--- config.mk ---
export PLATFORM = sky130hd
export DESIGN_NAME = fpa_front
export DESIGN_NICKNAME = d
export VERILOG_FILES = /design/src/rtl/fpa_pkg.sv /design/src/rtl/fpa_front.sv
export SDC_FILE = /design/constraint.sdc
export NUM_CORES = 2
export LEC_CHECK = 0
export ABC_AREA = 1
export BUFFER_PORTS_ARGS = -buffer_cell sky130_fd_sc_hd__clkbuf_2
export CAP_MARGIN = 20
export CELL_PAD_IN_SITES_DETAIL_PLACEMENT = 2
export CELL_PAD_IN_SITES_GLOBAL_PLACEMENT = 2
export CORE_ASPECT_RATIO = 1.2
export CORE_UTILIZATION = 41
export CTS_CLUSTER_SIZE = 40
export DETAILED_ROUTE_END_ITERATION = 7
export GPL_TIMING_DRIVEN = 0
export PLACE_DENSITY_LB_ADDON = 0.1
export SLEW_MARGIN = 20
export SYNTH_ARGS = -nofsm -noshare
export SYNTH_HDL_FRONTEND = slang
export SYNTH_SLANG_ARGS = --single-unit
--- constraint.sdc ---
create_clock -name clk -period 24.6 [get_ports clk]
set_input_delay 1.23 -clock clk [delete_from_list [all_inputs] [get_ports clk]]
set_output_delay 1.23 -clock clk [all_outputs]
set_load 0.02 [all_outputs]
--- src/rtl/fpa_pkg.sv ---
// Package for the fixed-point ALU: opcodes, widths, default fraction bits and saturation limits.
// No dependencies.
`timescale 1ns / 1ps
package fpa_pkg;
  localparam int DataW = 32;
  localparam int FuncW = 4;
  localparam int FracBitsDefault = 8;

  localparam logic [FuncW-1:0] OP_ADD  = 4'd0;
  localparam logic [FuncW-1:0] OP_SUB  = 4'd1;
  localparam logic [FuncW-1:0] OP_MUL  = 4'd2;
  localparam logic [FuncW-1:0] OP_DIV  = 4'd3;
  localparam logic [FuncW-1:0] OP_GT   = 4'd4;
  localparam logic [FuncW-1:0] OP_LT   = 4'd5;
  localparam logic [FuncW-1:0] OP_GE   = 4'd6;
  localparam logic [FuncW-1:0] OP_LE   = 4'd7;
  localparam logic [FuncW-1:0] OP_EQ   = 4'd8;
  localparam logic [FuncW-1:0] OP_NE   = 4'd9;
  localparam logic [FuncW-1:0] OP_MIN  = 4'd10;
  localparam logic [FuncW-1:0] OP_MAX  = 4'd11;
  localparam logic [FuncW-1:0] OP_INC  = 4'd12;
  localparam logic [FuncW-1:0] OP_DEC  = 4'd13;
  localparam logic [FuncW-1:0] OP_TOI  = 4'd14;
  localparam logic [FuncW-1:0] OP_FRI  = 4'd15;

  localparam logic [DataW-1:0] RawMax = 32'h7FFF_FFFF;
  localparam logic [DataW-1:0] RawMin = 32'h8000_0000;

  // Item carried along the cell chain.
  typedef struct packed {
    logic             vld;
    logic [FuncW-1:0] func;
    logic [DataW-1:0] res;
    logic             cond;
    logic             err;
  } fpa_ctl_t;
endpackage

--- src/rtl/fpa_front.sv ---
// Input stage: every operation but multiply and divide, plus divider/multiplier setup.
// Depends on fpa_pkg.
`timescale 1ns / 1ps
module fpa_front #(
  parameter int FRAC_BITS = fpa_pkg::FracBitsDefault,
  parameter int NW = 64
) (
  input  logic                      clk,
  input  logic                      rst,
  input  logic                      en,
  input  logic                      vld_in,
  input  logic [fpa_pkg::FuncW-1:0] func,
  input  logic signed [31:0]        operand_a,
  input  logic signed [31:0]        operand_b,
  output fpa_pkg::fpa_ctl_t         ctl,
  output logic [NW-1:0]             num,
  output logic [NW-1:0]             den,
  output logic                      neg,
  output logic signed [63:0]        prod
);
  logic signed [32:0] s_add, s_sub, s_inc, s_dec;
  logic signed [63:0] s_fri;
  logic [31:0] ma, mb;
  fpa_pkg::fpa_ctl_t c;

  function automatic logic [32:0] sat33(input logic signed [32:0] v);
    if (v > 33'sh0_7FFF_FFFF) sat33 = {1'b1, fpa_pkg::RawMax};
    else if (v < -33'sh0_8000_0000) sat33 = {1'b1, fpa_pkg::RawMin};
    else sat33 = {1'b0, v[31:0]};
  endfunction

  always_comb begin
    s_add = 33'(operand_a) + 33'(operand_b);
    s_sub = 33'(operand_a) - 33'(operand_b);
    s_inc = 33'(operand_a) + 33'sd1;
    s_dec = 33'(operand_a) - 33'sd1;
    s_fri = 64'(operand_a) <<< FRAC_BITS;
    ma = operand_a[31] ? 32'(-operand_a) : operand_a;
    mb = operand_b[31] ? 32'(-operand_b) : operand_b;
    c = '0;
    c.vld = vld_in;
    c.func = func;
    case (func)
      fpa_pkg::OP_ADD: {c.err, c.res} = sat33(s_add);
      fpa_pkg::OP_SUB: {c.err, c.res} = sat33(s_sub);
      fpa_pkg::OP_INC: {c.err, c.res} = sat33(s_inc);
      fpa_pkg::OP_DEC: {c.err, c.res} = sat33(s_dec);
      fpa_pkg::OP_GT:  c.cond = operand_a > operand_b;
      fpa_pkg::OP_LT:  c.cond = operand_a < operand_b;
      fpa_pkg::OP_GE:  c.cond = operand_a >= operand_b;
      fpa_pkg::OP_LE:  c.cond = operand_a <= operand_b;
      fpa_pkg::OP_EQ:  c.cond = operand_a == operand_b;
      fpa_pkg::OP_NE:  c.cond = operand_a != operand_b;
      fpa_pkg::OP_MIN: c.res = (operand_a < operand_b) ? operand_a : operand_b;
      fpa_pkg::OP_MAX: c.res = (operand_a > operand_b) ? operand_a : operand_b;
      fpa_pkg::OP_TOI: c.res = 32'(operand_a >>> FRAC_BITS);
      fpa_pkg::OP_FRI: begin
        if (s_fri > 64'sh7FFF_FFFF) begin
          c.err = 1'b1; c.res = fpa_pkg::RawMax;
        end else if (s_fri < -64'sh8000_0000) begin
          c.err = 1'b1; c.res = fpa_pkg::RawMin;
        end else begin
          c.res = s_fri[31:0];
        end
      end
      fpa_pkg::OP_DIV: begin
        if (operand_b == 0) begin
          c.err = 1'b1;
          c.res = operand_a[31] ? fpa_pkg::RawMin : fpa_pkg::RawMax;
        end
      end
      default: c.res = '0;
    endcase
  end

  // Register the decoded item, the divide operands (2n+d over 2d) and product.
  always_ff @(posedge clk) begin
    if (rst) begin
      ctl.vld <= 1'b0;
    end else if (en) begin
      ctl <= c;
      num <= (NW'(ma) << (FRAC_BITS + 1)) + NW'(mb);
      den <= NW'(mb) << 1;
      neg <= operand_a[31] ^ operand_b[31];
      prod <= 64'(operand_a) * 64'(operand_b);
    end
  end
endmodule

==> results of run 1 <==
[stage by stage]
| step | instance area [um^2] | hold slack [ns] |
|---|---|---|
| after CTS | 59100 | 0.472 |
| after detailed placement | 58500 | 0.458 |
| after global placement | 58200 | 0.442 |
| after floorplan | 54800 | 0.530 |
[cells in the mapped netlist, types with 46 or more instances]
| cell | n |
|---|---|
| nand2_1 | 1808 |
| inv_1 | 1769 |
| fa_1 | 1085 |
| nor2_1 | 441 |
| a21oi_1 | 279 |
| ha_1 | 277 |
| o21ai_0 | 237 |
| clkbuf_1 | 198 |
| nand3_1 | 183 |
| edfxtp_1 | 168 |
| xor2_1 | 146 |
| buf_4 | 78 |
| nand4_1 | 73 |
| buf_1 | 68 |
| xnor2_1 | 56 |
| buf_2 | 46 |
[cell families after synthesis]
family                     after synthesis
xor gates and xnor gates               202
adders and majority gates             1362
other                                    1
buffers and inverters                 2180
AOI/OAI and AO/OA                      652
DFF                                    169
and+or+nand+nor                       2596
[metal layers]
metal,overflow,GRT usage [%]
met5,1,23.2
met1,1,72.0
met3,2,49.9
met4,97,73.9
met2,101,91.6
==> impl_results.md, run 1 <==
- Status: aborted with a tool error
- Fail Step: 5_1_grt
- First Err: [ERROR GRT-0232] Routing congestion too high. Check the congestion heatmap in the GUI.
- TritonCTS Buffers: 17
- Async set-or-reset flop fraction in the synthesized netlist: 0%
- Clk buf depth: 2
- Dominant cells by area after synthesis: fa_1 (40%), nand2_1 (12%), inv_1 (12%)
- HPWL after DPL: 306000 um
- Cts repair resizes: 0
- Post-CTS Setup Inserts: 0
- CTS Hold Bufs: 0
- Synth Area in Adders: a little under half
- Synth area leader: fa_1
- Sequential element share of the synthesized area: under 10%
- Chip Width: 335 um
- Post-Synth XOR/XNOR Area: 3.24%
- CTS sink cnt: ~170
- Share of the synthesized area in the top cell type: 39.8%
- Chip height: 402 um
- Placement Setup Slack: between 10 and 15 ns
- Synth Flop Type: edfxtp_1
- Total GRT Usage: just over 70%
- Initial Utilization: between 40% and 50%
- Post-synthesis mux area share: 0%
- Yosys warns: 0
- Complex-gate fraction of the synthesized area: 6.51%
- Largest family of logic cells by synthesized area: adder cells
- Mapped Avg Cell Area: approximately 7.6 um^2
- Yosys cell types: 60
- Post-Syn Area: ~55000 um^2
- Port Buffers: approximately 250
- EDFF count, synth: roughly 170
- Placed Cells: just over 9000
- Row cnt: roughly 150
- Simple-gate share of the synthesized area: between 10% and 20%
- Cell count after synthesis: about 7000
- GRT overflow: slightly above 200
- Largest net degree at the start of global routing: 31
- Clock Tree Root: clkbuf_16
- I/O Pins: roughly 300
- GPL Wtd Cong: 1.04
- Flops & latches, synth: about 170
- H-tree level count: 4
==> run 2, diff against run 1 <==
- CELL_PAD_IN_SITES_DETAIL_PLACEMENT: 2 -> not set
- CELL_PAD_IN_SITES_GLOBAL_PLACEMENT: 2 -> not set
- CORE_ASPECT_RATIO: 1.2 -> not set
- CORE_UTILIZATION: 41 -> 26
- CTS_CLUSTER_SIZE: 40 -> not set
- PLACE_DENSITY_LB_ADDON: 0.1 -> 0.15
==> run 2 against run 1 <==
  * The flow now finishes without violations
  * Synthesized cell count unchanged
  * Area after synthesis stayed put
==> impl_results.md, run 2 <==
- Status: finished clean
- First-pass detailed-route iteration total: 6
- Dominant cells by area after synthesis: fa_1 (40%), nand2_1 (12%), inv_1 (12%)
- Async set-or-reset flop fraction in the synthesized netlist: 0%
- Metal3 WL: ~20000 um
- EDFF count, synth: about 170
- Synth-to-Final Area Change: 11.0%
- Worst clock skew: 0 ns
- Mapped Avg Cell Area: approximately 7.6 um^2
- CTS sink cnt: approximately 170
- Largest register FFs: between 60 and 70
- CTS tree: built
- Fin nets: slightly below 9000
- Share of the synthesized area in the top cell type: between 30% and 40%
- Crit end category: register
- Post-Syn Area: about 55000 um^2
- R2R cell count: 2
- GPL Wtd Cong: between 1 and 1.5
- Clk buf depth: 2
- Multi-input logic area: a little over 40000 um^2
- Most common cell after layout, fill and taps aside: nand2_1
- TritonCTS Buffers: 17
- Biggest register: prod
- Crit Path Category: input port to register
- Relative max-transition margin: 14.2%
- Worst Hold Depth: 2
- Synth area leader: fa_1
- Arrival @ worst endpoint: 12.25 ns
- I/O Pins: just over 300
- WL met2: 128000 um
- Setup crit start kind: input port
- Worst r2r src: ctl[38]$_SDFFE_PP0P_
- Initial antenna violation count: 20
- Chip Width: 460 um
- Max-cap violations: 0
- Register Area: about 5100 um^2
- Clock Tree Root: clkbuf_16
- Setup TNS: 0 ns
- R2R Path End: ctl[38]$_SDFFE_PP0P_
- CP Max Fanout: 11
- Largest net degree at the start of global routing: 28
- RSZ-0062 raised after global routing: no
- Reg2Reg Setup Slack: roughly 24 ns
- CP peak stage delay: just under 1 ns
- Chip height: 460 um
- CTS Hold Bufs: 0
- Port Buffers: 249
- Die area: between 200000 and 250000 um^2
- First-pass GRT wire length: approximately 410000 um
- Tightest Pin Transition: roughly 1.3 ns
- Aggregate routed wire length: just under 300000 um
- H-tree level count: 4
- Maximum clock frequency: around 84 MHz
- Placement Setup Slack: approximately 12 ns
- Skew-Pair Late Insertion Delay: about 0.59 ns
- Synth Flop Type: edfxtp_1
- Row cnt: 167
- # fillers: 23000
- Tcrit/Tclk final: about half
- GRT overflow: 0
- Routed metal-1 wire length: roughly 130000 um
- Final WS setup: ~13 ns
- Final Critical Period: between 10 and 15 ns
- Core area: around 210000 um^2
- Total GRT Usage: 27.8%
- CP Data Required Time: ~25 ns
- Yosys cell types: 60
- Drt first-iter violations: 4645
- Vias in the first global route: 50300
- Count leader, synth: nand2_1
- Hold Crit Start: ctl[38]$_SDFFE_PP0P_
- Vias: between 40000 and 50000
- Vias per Instance: approximately 4.8
- Initial Utilization: between 20% and 30%
- Reg clk slew, reported paths: approximately 0.1 ns
- HPWL after DPL: 249000 um
- Biggest regs: prod: 64 flops, ctl: 39 flops, num: 33 flops
- Commonest non-fill, non-tap cells in the layout: nand2_1 (1808), inv_1 (1769), fa_1 (1084)
- Hold crit path type: register to register
- Wire per inst: about 28 um
- Flops & latches, synth: 169
- Layout cell share with drive strength beyond 1: roughly 6.8%
- Slowest stage cell, crit path: fa_1
- DRC viols: 0
- Cell count after synthesis: 7162
- Post-synth top cells: nand2_1 (1808), inv_1 (1769), fa_1 (1085)
- Yosys warns: 0
- Slew Limit Fails: 0
- Cts repair resizes: 0
- Post-CTS Setup Inserts: 0
- DR top layer: met5
- Worst path most repeated cell: fa_1
- Setup Viol. Count Final: 0
- Antenna-violating nets left: 0
- Worst hold endpoint: ctl[38]$_SDFFE_PP0P_
- Sequential element share of the synthesized area: under 10%
- Hold Fails Final Rpt: 0
-- run 2: cell counts after synthesis --
Identical to the previous run, type by type.
-- run 2: final cells by class --
class / count / area share, %
diodes: 7 / 0.0289
inverters: 1782 / 11.1
repair buffers: 268 / 2.58
clock inverters: 15 / 0.353
multi-input cells: 4867 / 68.0
flip-flops and latches: 169 / 8.37
clock buffers: 17 / 0.703
plain buffers: 398 / 3.17
well taps: 2788 / 5.76
-- run 2: cell families after synthesis --
family,share of synthesized area (%)
simple gates,19.1
buf+inv,15.7
fa+ha+maj,46.2
compound gates,6.51
xor+xnor,3.24
flops,9.28
other cells,0.00687
-- run 2: worst max path at each step --
stage | startpoint | to | cells after the start
CTS | operand_a[31] | prod[56]$_DFFE_PP_ | 29
finish | operand_a[31] | prod[56]$_DFFE_PP_ | 29
detailed placement | operand_a[31] | prod[61]$_DFFE_PP_ | 29
global route | operand_a[31] | prod[56]$_DFFE_PP_ | 29
global placement | en | neg$_DFFE_PP_ | 3
floorplan | operand_a[31] | prod[60]$_DFFE_PP_ | 27
-- run 2: layer usage --
layer,global-route usage [%],vias to the layer above
met3,4.10,414
met1,38.3,25400
li1,-,21600
met4,12.4,2
met5,0,-
met2,42.7,2129
-- run 2: critical path: cells and delay by family --
kind,cells,cell delay (ns)
fa+ha+maj,9,5.15
simple gates,4,1.08
compound gates,3,0.54
buf+inv,12,4.01
xor+xnor,1,0.17
-- run 2: through the flow --
step,util [%],hold slack [ns],cells,area [um^2]
after floorplan,-,0.530,7216,54800
after global placement,28.6,0.443,10300,59500
after detailed placement,28.8,0.454,10300,59900
after CTS,29.1,0.467,10300,60500
after global routing,29.1,0.493,10300,60500
final,29.1,0.465,10300,60500
Power of run 2 is not shown: default switching activity piles up to over one toggle a cycle in this logic, so the estimate is an artifact.
