`config.mk`:
```
export PLATFORM = sky130hd
export DESIGN_NAME = fpa_cell
export DESIGN_NICKNAME = d
export VERILOG_FILES = /design/src/rtl/fpa_pkg.sv /design/src/rtl/fpa_cell.sv
export SDC_FILE = /design/constraint.sdc
export NUM_CORES = 1
export LEC_CHECK = 0
export ABC_CLOCK_PERIOD_IN_PS = 16900
export BUFFER_PORTS_ARGS = -buffer_cell sky130_fd_sc_hd__buf_2
export CORE_AREA = 2 2 228 230
export CTS_CLUSTER_SIZE = 28
export DETAILED_ROUTE_END_ITERATION = 6
export DIE_AREA = 0 0 230 232
export PLACE_DENSITY = 0.59
export SYNTH_ARGS = -nofsm -noshare
export SYNTH_HDL_FRONTEND = slang
export SYNTH_SLANG_ARGS = --single-unit
```
`constraint.sdc`:
```
create_clock -name clk -period 16.9 [get_ports clk]
set_clock_uncertainty 0.1 [all_clocks]
set_input_delay 0.845 -clock clk [delete_from_list [all_inputs] [get_ports clk]]
set_output_delay 0.845 -clock clk [all_outputs]
set_load 0.05 [all_outputs]
```
`src/rtl/fpa_pkg.sv`:
```
// Package for the fixed-point ALU: opcodes, widths, default fraction bits and saturation limits.
// No dependencies.
`timescale 1ns / 1ps
package fpa_pkg;
  localparam int DataW = 32;
  localparam int FuncW = 4;
  localparam int FracBitsDefault = 8;

  localparam logic [FuncW-1:0] OP_ADD  = 4'd0;
  localparam logic [FuncW-1:0] OP_SUB  = 4'd1;
  localparam logic [FuncW-1:0] OP_MUL  = 4'd2;
  localparam logic [FuncW-1:0] OP_DIV  = 4'd3;
  localparam logic [FuncW-1:0] OP_GT   = 4'd4;
  localparam logic [FuncW-1:0] OP_LT   = 4'd5;
  localparam logic [FuncW-1:0] OP_GE   = 4'd6;
  localparam logic [FuncW-1:0] OP_LE   = 4'd7;
  localparam logic [FuncW-1:0] OP_EQ   = 4'd8;
  localparam logic [FuncW-1:0] OP_NE   = 4'd9;
  localparam logic [FuncW-1:0] OP_MIN  = 4'd10;
  localparam logic [FuncW-1:0] OP_MAX  = 4'd11;
  localparam logic [FuncW-1:0] OP_INC  = 4'd12;
  localparam logic [FuncW-1:0] OP_DEC  = 4'd13;
  localparam logic [FuncW-1:0] OP_TOI  = 4'd14;
  localparam logic [FuncW-1:0] OP_FRI  = 4'd15;

  localparam logic [DataW-1:0] RawMax = 32'h7FFF_FFFF;
  localparam logic [DataW-1:0] RawMin = 32'h8000_0000;

  // Item carried along the cell chain.
  typedef struct packed {
    logic             vld;
    logic [FuncW-1:0] func;
    logic [DataW-1:0] res;
    logic             cond;
    logic             err;
  } fpa_ctl_t;
endpackage

```
`src/rtl/fpa_cell.sv`:
```
// One step of the restoring divider chain: one quotient bit per cell.
// Depends on fpa_pkg.
`timescale 1ns / 1ps
module fpa_cell #(
  parameter int NW = 64
) (
  input  logic          clk,
  input  logic          rst,
  input  logic          en,
  input  fpa_pkg::fpa_ctl_t ctl_in,
  input  logic [NW-1:0] rem_in,
  input  logic [NW-1:0] num_in,
  input  logic [NW-1:0] den_in,
  input  logic [NW-1:0] quo_in,
  input  logic          neg_in,
  output fpa_pkg::fpa_ctl_t ctl_out,
  output logic [NW-1:0] rem_out,
  output logic [NW-1:0] num_out,
  output logic [NW-1:0] den_out,
  output logic [NW-1:0] quo_out,
  output logic          neg_out
);
  logic [NW:0] sh;
  logic [NW:0] df;
  assign sh = {rem_in, num_in[NW-1]};
  assign df = sh - {1'b0, den_in};

  // Advance one bit: shift remainder, try subtract. Drop the valid bit on reset.
  always_ff @(posedge clk) begin
    if (rst) begin
      ctl_out.vld <= 1'b0;
    end else if (en) begin
      ctl_out <= ctl_in;
      num_out <= {num_in[NW-2:0], 1'b0};
      den_out <= den_in;
      neg_out <= neg_in;
      if (!df[NW]) begin
        rem_out <= df[NW-1:0];
        quo_out <= {quo_in[NW-2:0], 1'b1};
      end else begin
        rem_out <= sh[NW-1:0];
        quo_out <= {quo_in[NW-2:0], 1'b0};
      end
    end
  end
endmodule

```
==> results.toml, run 1 <==
[outcome]
status = "complete, no violations"

[logic_synthesis]
synthesis.instances = 1039
yosys_register_bits = 295
synth-warning-count = 0
ys.flop_type = "edfxtp_1"
synth_area_per_cell_um2 = 13.4
synth-edff-count = 294
synth_simple_gate_area_share_pct = 7.03
async_flop_share_pct = 0
synth_fa_ha_area_share_pct = 5.88
synthMuxAreaShare_pct = 5.15
syn_nets = 1403
synth-xor-area-share_pct = 3.58
synth.cell_area_um2 = 14000
ys_types = 76
synth_top_family_by_area = "compound AO/OA/AOI/OAI gates"
synth-compound-area-share_pct = 11.3
seq_area_frac_synth_pct = 63.4

[die]
die_area_um2 = 53400
start_util_pct = 27.4
die_w_um = 230
die_h_um = 232
design.core.area_um2 = 50900
io_pins = 595
rows = 83

[worst_setup_path]
critPathMaxFanout = 60
crit_slowest_cell = "or4_1"
r2r_start = "ctl_out[38]"
start_kind = "primary input"
cp_top_family = "simple AND/OR/NAND/NOR gates"
r2r_slack_ns = 16.20
slowest_delay_ns = 0.64
required_ns = 17.09
end_kind = "register"
worst-setup-path-type = "in -> reg"
rr_endpoint = "ctl_out[38]"
arrival_ns = 4.83
startpoint = "den_in[27]"
critical_path_depth = 13
r2r_cells = 2
path_cells = "buf_2, inv_1, ha_1, nand4_1, or4_1, or3_1, o32a_1, a21oi_2, o21ai_1, and2_4, o211a_4, inv_6, mux2_1"
cp_num_buf_inv = 3

[clock_network]
clk_latency_ns = 0.53
cts_max_path_buffers = 3
clkTransAtPathRegs_ns = 0.06
root_buffer = "clkbuf_16"
clock-sinks = 295
cts_resized = 0
cts_inserted_buffers = 36
cts_tree = "done"
h-tree-depth = 2
cts_hold_buf = 0
cts_setup_buffers = 0

[drt]
wire_per_inst_um = 20.0
dr_total_vias = 10800
ant_nets = 0
drc = 0
routed_wirelength_um = 46800
avgViaCountPerCell = 4.63
firstDrtPassIters = 4
drtIter0Drc = 629

[cells_and_area]
final_common_cell = "buf_2"
nFillCells = 5040
post_layout_nonfiller_instances = 2344
area_growth_pct = 34.4
layout-drive-gt1-share_pct = 40.0
final_cell_mix = "592 x buf_2, 294 x edfxtp_1, 85 x inv_1"
nNetsFinal = 2004

[grt]
antenna_found_initial = 3
grt_pass1_vias = 10900
grt_usage_pct = 16.6
grt_max_degree = 79
grt_pass1_wl_um = 66800
overflow = 0

[worst_hold_path]
min_from = "quo_in[46]"
hp-class = "in -> reg"
min_to = "quo_out[47]"
hold_path_depth = 1

[timing]
fin_crit_ns = 4.64
setup_viol = 0
drv_slew = 0
hold_viol_final = 0
worstMarginPinSlew_ns = 1.01
rsz0062_at_grt = "false"
tns_ns = 0
fin_crit_sh_pct = 27.5
slew_headroom_pct = 32.6
max_freq_mhz = 216

[power]
power.density_cell_area_nw_per_um2 = 116
leakage_nw = 8.09
power_w = 0.00218
ir_worst_vdd_v = 0.0000781

[placement]
dp_cells = 2282
dp_hpwl_um = 37500
gp_congestion = 0.860
io_buffers = 592

[run]
maxCapViolCount = 0
cells in the mapped netlist, types with 6 or more instances:
cell	instances	share of area, %
a211oi_1	6	0.32
a21o_1	32	1.7
a21oi_1	76	2.7
a31oi_1	7	0.31
and3_1	7	0.31
buf_6	6	0.48
clkbuf_1	25	0.67
edfxtp_1	294	63
ha_1	64	5.7
inv_1	85	2.3
mux2_1	54	4.4
mux2i_1	7	0.50
nand2_1	62	1.7
nand2b_1	9	0.40
nand3_1	10	0.36
nand4_1	20	0.90
nor2_1	41	1.1
nor2b_1	11	0.49
nor3_1	9	0.32
o21a_1	8	0.43
o21ai_0	23	0.82
o21ai_1	15	0.54
o21bai_1	15	0.81
xnor2_1	34	2.1
xor2_1	23	1.4
flip-flops by register name, summed over array words and instances, names as in the netlist:
register	count
den_out	64
quo_out	64
rem_out	64
num_out	63
ctl_out	39
neg_out	1
stage by stage:
stage	hold WS (ns)	util (%)	instance area, µm²	setup WS, ns
2_1_floorplan	0.633	-	14000	1.97
3_5_place_dp	0.392	34.7	17600	11.70
3_3_place_gp	0.374	34.7	17600	11.69
4_1_cts	0.341	36.9	18800	12.27
5_1_grt	0.348	36.9	18800	12.10
6_report	0.371	36.9	18800	12.26
area by class of cell:
type                    count  area, µm²  share of cell area, %
repair buffers            597       3000                   16.0
clock buffers              42        923                   4.92
well taps                 680        851                   4.53
diodes                      1       2.50                 0.0133
clock inverters            19        196                   1.05
multi-input cells         624       4620                   24.6
inverters                  86        328                   1.75
flip-flops and latches    295       8850                   47.2
worst register-to-register path, delay by kind of cell (launching register included):
kind,cells,cell delay [ns]
flip-flops,1,0.30
multiplexers,1,0.14
AND/OR/NAND/NOR,1,0.06
worst max-delay path by stage:
stage	to	slack, ns
CTS	rem_out[54]	12.27
global placement	rem_out[43]	11.69
finish	rem_out[31]	12.26
detailed placement	rem_out[36]	11.70
global route	rem_out[36]	12.10
floorplan	ctl_out[0]	1.97
power by group:
part / switching [W] / internal, W / total [W]
Combinational: 0.000382 / 0.000154 / 0.000536
Sequential: 0.0000140 / 0.000878 / 0.000892
Clock: 0.000311 / 0.000439 / 0.000750
layer usage:
| metal | vias up | track usage (%) | share of wire [%] |
|---|---|---|---|
| li1 | 5104 | - | - |
| met1 | 5259 | 19.4 | 39 |
| met2 | 423 | 29.9 | 51 |
| met3 | 61 | 4.44 | 7.0 |
| met4 | 2 | 4.86 | 2.4 |
| met5 | - | 0 | 0.028 |
cell families (layout without fill, tap and decap cells):
family | count (synthesis) | count (layout)
and+or+nand+nor | 197 | 197
AOI/OAI and AO/OA | 240 | 240
muxes | 64 | 64
adders and majority gates | 65 | 65
xor gates and xnor gates | 57 | 57
other | 1 | 2
DFF | 295 | 295
buffers and inverters | 120 | 744
Power figures use the tool's default switching activity.
==> run 2: changes to the inputs <==
ABC_AREA = 1   (was unset)
ABC_CLOCK_PERIOD_IN_PS = 3900   (was 16900)
CORE_AREA = 2 2 231 233   (was 2 2 228 230)
DIE_AREA = 0 0 233 235   (was 0 0 230 232)
PLACE_DENSITY = 0.64   (was 0.59)
clock period = 3.9 ns   (was 16.9 ns; I/O delays follow)
==> run 2 against run 1 <==
  * First-iteration DRC count is 45% higher
  * Hold slack worse by 0.28 ns
  * Core utilization is 8.9 points higher
  * Largest cell class unchanged
==> results.toml, run 2 <==
[logic_synthesis]
synthesis.instances = 1906
ys_types = 33
seq_area_frac_synth_pct = 54.9
yosysTopAreaCellShare_pct = 54.8
syn_nets = 2270
synth.cell_area_um2 = 16100
yosys.area.top_type = "edfxtp_1"
synth_area_per_cell_um2 = 8.45
synth_area_leaders = "edfxtp_1 55%, nand2_1 18%, inv_1 9.1%, ha_1 5.0%, nor2_1 2.4%"
ys.flop_type = "edfxtp_1"
synth.most_common_cell = "nand2_1"
async_flop_share_pct = 0
synth_common_cells = "790 x nand2_1, 389 x inv_1, 294 x edfxtp_1"
synth-edff-count = 294
synth-warning-count = 0
yosys_register_bits = 295

[cells_and_area]
final_common_cell = "nand2_1"
fin_area_um2 = 23900
top_regs = "den_out x64, quo_out x64, rem_out x64"
final_cell_mix = "790 x nand2_1, 592 x buf_2, 388 x inv_1"
nFillCells = 5133
nNetsFinal = 3185
layout-drive-gt1-share_pct = 24.4
area_growth_pct = 48.6

[worst_setup_path]
start_kind = "primary input"
crit_end = "rem_out[47]"
arrival_ns = 3.35
rr_endpoint = "ctl_out[38]"
critPathMaxFanout = 64
worst-setup-path-type = "in -> reg"
startpoint = "num_in[63]"
r2r_cells = 3
r2r_slack_ns = 2.70
r2r_start = "ctl_out[38]"
end_kind = "register"
required_ns = 4.11

[timing]
fin_crit_ns = 3.15
rsz0062_at_grt = "false"
drv_slew = 0
tns_ns = 0
max_freq_mhz = 318
worstMarginPinSlew_ns = 0.799
slew_headroom_pct = 46.7
fin_crit_sh_pct = 80.7
hold_viol_final = 0
setup_viol = 0

[drt]
routed_wirelength_um = 61700
avgViaCountPerCell = 4.39
wire_per_inst_um = 17.5
firstDrtPassIters = 5
drtIter0Drc = 914
ant_nets = 0
dr_total_vias = 15500
drc = 0

[clock_network]
cts_tree = "done"
cts_max_path_buffers = 3
clk_latency_ns = 0.54
h-tree-depth = 2
root_buffer = "clkbuf_16"
clock-sinks = 295
cts_resized = 0
clkTransAtPathRegs_ns = 0.06
cts_inserted_buffers = 34

[power]
leakage_nw = 12.2
ir_worst_vdd_v = 0.000322
power.density_cell_area_nw_per_um2 = 407

[run]
maxCapViolCount = 0

[placement]
dp_hpwl_um = 48300
gp_congestion = 0.993
placed_area_um2 = 19900
io_buffers = 592

[die]
start_util_pct = 30.8
die_w_um = 233
io_pins = 595
rows = 84
die_area_um2 = 54800
die_h_um = 235
design.core.area_um2 = 52200

[grt]
grt_usage_pct = 21.9
grt_max_degree = 108
grt_pass1_vias = 15700
antenna_found_initial = 4
overflow = 0
grt_pass1_wl_um = 90200

[outcome]
status = "complete, no violations"

[worst_hold_path]
hp-class = "in -> reg"
-- run 2: cell count changes in the layout (fill, tap and decap cells not counted), moves of 10 or more --
cell	before	now
nand2_1	62	790
xnor2_1	34	1
nor2_1	41	103
nand2_2	0	29
dlygate4sd3_1	0	295
a21o_1	32	0
o21ai_0	23	4
mux2_1	54	0
nor2b_1	10	0
nand3_1	10	70
o21ai_1	15	0
a21oi_1	76	54
inv_1	85	388
-- run 2: how the worst min path moves through the flow --
stage               startpoint     endpoint  slack [ns]  cells past startpoint
finish                      en  quo_out[63]        0.09                      3
global route                en  quo_out[33]        0.08                      3
CTS                         en  quo_out[33]        0.06                      3
detailed placement  quo_in[53]  quo_out[54]        0.27                      1
global placement     num_in[1]   num_out[2]        0.27                      1
floorplan                  rst  ctl_out[38]        0.16                      1
-- run 2: report_power, final --
group	total, W	internal (W)	switching (W)
Combinational	0.00275	0.000813	0.00194
Sequential	0.00384	0.00378	0.0000583
Clock	0.00315	0.00182	0.00133
-- run 2: per-layer routing --
| layer | vias to the layer above | GRT usage [%] | wire (µm) |
|---|---|---|---|
| met1 | 7055 | 24.4 | 23600 |
| li1 | 7771 | - | - |
| met3 | 128 | 4.20 | 3890 |
| met2 | 554 | 40.2 | 31200 |
| met5 | - | 0 | 27 |
| met4 | 4 | 9.55 | 2910 |
-- run 2: kinds of logic (layout without fill, tap and decap cells) --
kind of cell               after synthesis  in the layout  synth area share [%]
AOI/OAI and AO/OA                       66             66                  2.18
DFF                                    295            295                  54.9
xor gates and xnor gates                31             31                  1.69
adders and majority gates               65             65                  5.10
other                                    1              2                0.0233
buffers and inverters                  408           1346                  10.1
and+or+nand+nor                       1040           1040                  26.0
-- run 2: critical path, stage by stage --
cell and delay [ns]:
dlygate4sd3_1 0.52, buf_2 0.11, inv_1 0.04, ha_1 0.22, fa_1 0.45, inv_1 0.11
nand2_1 0.05, nand2_1 0.07, nand3_1 0.09, nand2_2 0.12, nand2_1 0.07, nand2_2 0.13
nand2_1 0.08, nand2_2 0.13, nand2_2 0.09, nand3_1 0.12, nand2_4 0.39, nand2_1 0.20
nand2_1 0.08
-- run 2: repair_timing --
| action | in CTS | in global routing |
|---|---|---|
| setup buffers | 0 | 0 |
| hold buffers | 295 | 0 |
| endpoints found under the hold margin | 312 | 0 |
| setup endpoints to repair | 0 | 0 |
-- run 2: per-stage QoR --
stage | worst slack [ns] | util [%] | cells | hold WS (ns) | total power (W)
after floorplan | -1.17 | - | 1906 | 0.164 | 0.00567
after global placement | 0.787 | 38.1 | 3178 | 0.271 | 0.00639
after detailed placement | 0.724 | 38.1 | 3178 | 0.273 | 0.00641
after CTS | 0.776 | 45.8 | 3532 | 0.0622 | 0.00985
after global routing | 0.486 | 45.8 | 3533 | 0.0838 | 0.0102
final | 0.751 | 45.8 | 3533 | 0.0886 | 0.00975
-- run 2: final cells by class --
cell class | instances | area, µm² | share of cell area (%)
clock buffer | 42 | 922 | 3.85
timing repair buffer | 893 | 6000 | 25.1
sequential | 295 | 8850 | 37.0
clock inverter | 17 | 166 | 0.695
inverter | 394 | 1490 | 6.23
antenna | 1 | 2.50 | 0.0105
tap | 688 | 861 | 3.60
multi-input combinational | 1203 | 5640 | 23.6
==> run 3: changes to the inputs <==
ABC_AREA = 0   (was 1)
ABC_CLOCK_PERIOD_IN_PS = 2700   (was 3900)
CORE_AREA = 2 2 228 230   (was 2 2 231 233)
DIE_AREA = 0 0 230 232   (was 0 0 233 235)
PLACE_DENSITY = 0.61   (was 0.64)
clock period = 2.7 ns   (was 3.9 ns; I/O delays follow)
==> run 3 against run 2 <==
  * The run now ends with setup timing left
  * Via count down 13%
  * Cell count down 18%
  * Sequential power up 46%
  * Flip-flop and latch count unchanged
  * Critical endpoint is now rem_out[51]
==> results.toml, run 3 (synthesized netlist as in run 1, its figures left out) <==
[placement]
place_ws_ns = -0.899
dp_hpwl_um = 40800
io_buffers = 592
gp_congestion = 0.877

[die]
die_h_um = 232
design.core.area_um2 = 50900
io_pins = 595
die_w_um = 230
rows = 83
start_util_pct = 27.4
die_area_um2 = 53400

[outcome]
violations = "setup timing"
status = "finished, violations left"

[cells_and_area]
final_util_pct = 48.6
final_common_cell = "buf_2"
layout-drive-gt1-share_pct = 47.6
top_regs = "den_out x64, quo_out x64, rem_out x64"
final_cell_mix = "575 x buf_2, 294 x edfxtp_1, 294 x dlygate4sd3_1"
nNetsFinal = 2561
area_growth_pct = 77.3

[power]
power_w = 0.0152
ir_worst_vdd_v = 0.000421
leakage_nw = 11.0
power.density_cell_area_nw_per_um2 = 615

[worst_setup_path]
worst-setup-path-type = "in -> reg"
slowest_delay_ns = 0.52
arrival_ns = 3.08
required_ns = 2.89
crit_slowest_cell = "or4b_4"
cp_top_family = "simple AND/OR/NAND/NOR gates"
start_kind = "primary input"
cp_num_buf_inv = 1
critPathMaxFanout = 4
end_kind = "register"
path_cells = "buf_4, ha_4, a21oi_4, nor2_1, or4b_4, or4_4, a311o_1, a211oi_2, o21ai_2, xor2_1, mux2_4"

[grt]
grt_pass1_vias = 14000
overflow = 0
grt_max_degree = 100
grt_pass1_wl_um = 82200
antenna_found_initial = 14
grt_usage_pct = 20.2

[timing]
rsz0062_at_grt = "true"
drv_slew = 0
worstMarginPinSlew_ns = 0.739
fin_ws_ns = -0.190
tns_ns = -7.15
fin_crit_sh_pct = 107
fin_crit_ns = 2.89
hold_viol_final = 0
setup_viol = 57
slew_headroom_pct = 49.5
max_freq_mhz = 346

[clock_network]
h-tree-depth = 2
clock-sinks = 295
clk_latency_ns = 0.55
clkTransAtPathRegs_ns = 0.06
cts_inserted_buffers = 35
cts_tree = "done"
cts_max_path_buffers = 3
root_buffer = "clkbuf_16"

[drt]
avgViaCountPerCell = 4.61
dr_total_vias = 13400
wire_per_inst_um = 19.4
drc = 0
routed_wirelength_um = 56500
firstDrtPassIters = 5
ant_nets = 0
drtIter0Drc = 877

[run]
maxCapViolCount = 0

[worst_hold_path]
hp-class = "in -> reg"
## run 3: cell types whose count changed in the layout (fill, tap and decap cells not counted), sizes merged, moves of 57 or more
cell   change
nand3     -60
buf      +260
mux2      +57
nand2    -758
inv      -306
nor2      -71
## run 3: area by class of cell
cell class	count	area [µm²]
well taps	680	851
fillers	4460	26100
repair inverters	1	16.3
clock buffers	39	891
repair buffers	1154	8210
clock inverters	23	283
diodes	10	25.0
inverters	86	355
flip-flops and latches	295	8850
multi-input cells	624	5270
## run 3: worst paths after layout
path / start / endpoint / slack (ns) / cells past startpoint
setup / recovery: rem_in[23] / rem_out[51] / -0.19 / 11
hold / removal: rem_in[57] / rem_out[58] / 0.03 / 4
setup reg to reg: ctl_out[38] / ctl_out[38] / 1.46 / 3
hold reg to reg: ctl_out[38] / ctl_out[38] / 0.96 / 3
## run 3: repair_timing
action | CTS | global route
cloned | 3 | 1
hold buffers | 294 | 0
hold endpoints to repair | 292 | 0
resized for setup | 67 | 53
pin swaps | 3 | 20
endpoints found under the setup margin | 61 | 63
setup buffers | 15 | 4
## run 3: worst min-delay path, delay by kind of cell
kind	cells	cell delay, ns
mux	1	0.08
buf+inv	3	0.28
## run 3: layer usage
layer / share of wire [%] / GRT usage [%] / vias to the layer above
met3: 6.1 / 4.20 / 131
met2: 51 / 36.4 / 536
met5: 0.041 / 0 / -
met4: 4.7 / 9.44 / 4
met1: 38 / 22.9 / 6522
li1: - / - / 6235
## run 3: power breakdown
part | switching [W] | total, W | internal (W) | leakage [nW]
Combinational | 0.00275 | 0.00472 | 0.00197 | 7.66
Clock | 0.00201 | 0.00490 | 0.00289 | 0.565
Sequential | 0.000110 | 0.00560 | 0.00549 | 2.77
Total | 0.00486 | 0.0152 | 0.0104 | 11.0
## run 3: stage by stage
stage	area, µm²	instances	hold slack, ns
4_1_cts	24500	2901	0.0112
2_1_floorplan	14300	1039	0.107
5_1_grt	24700	2910	0.0261
6_report	24800	2912	0.0340
3_3_place_gp	19900	2529	0.212
3_5_place_dp	19900	2529	0.213
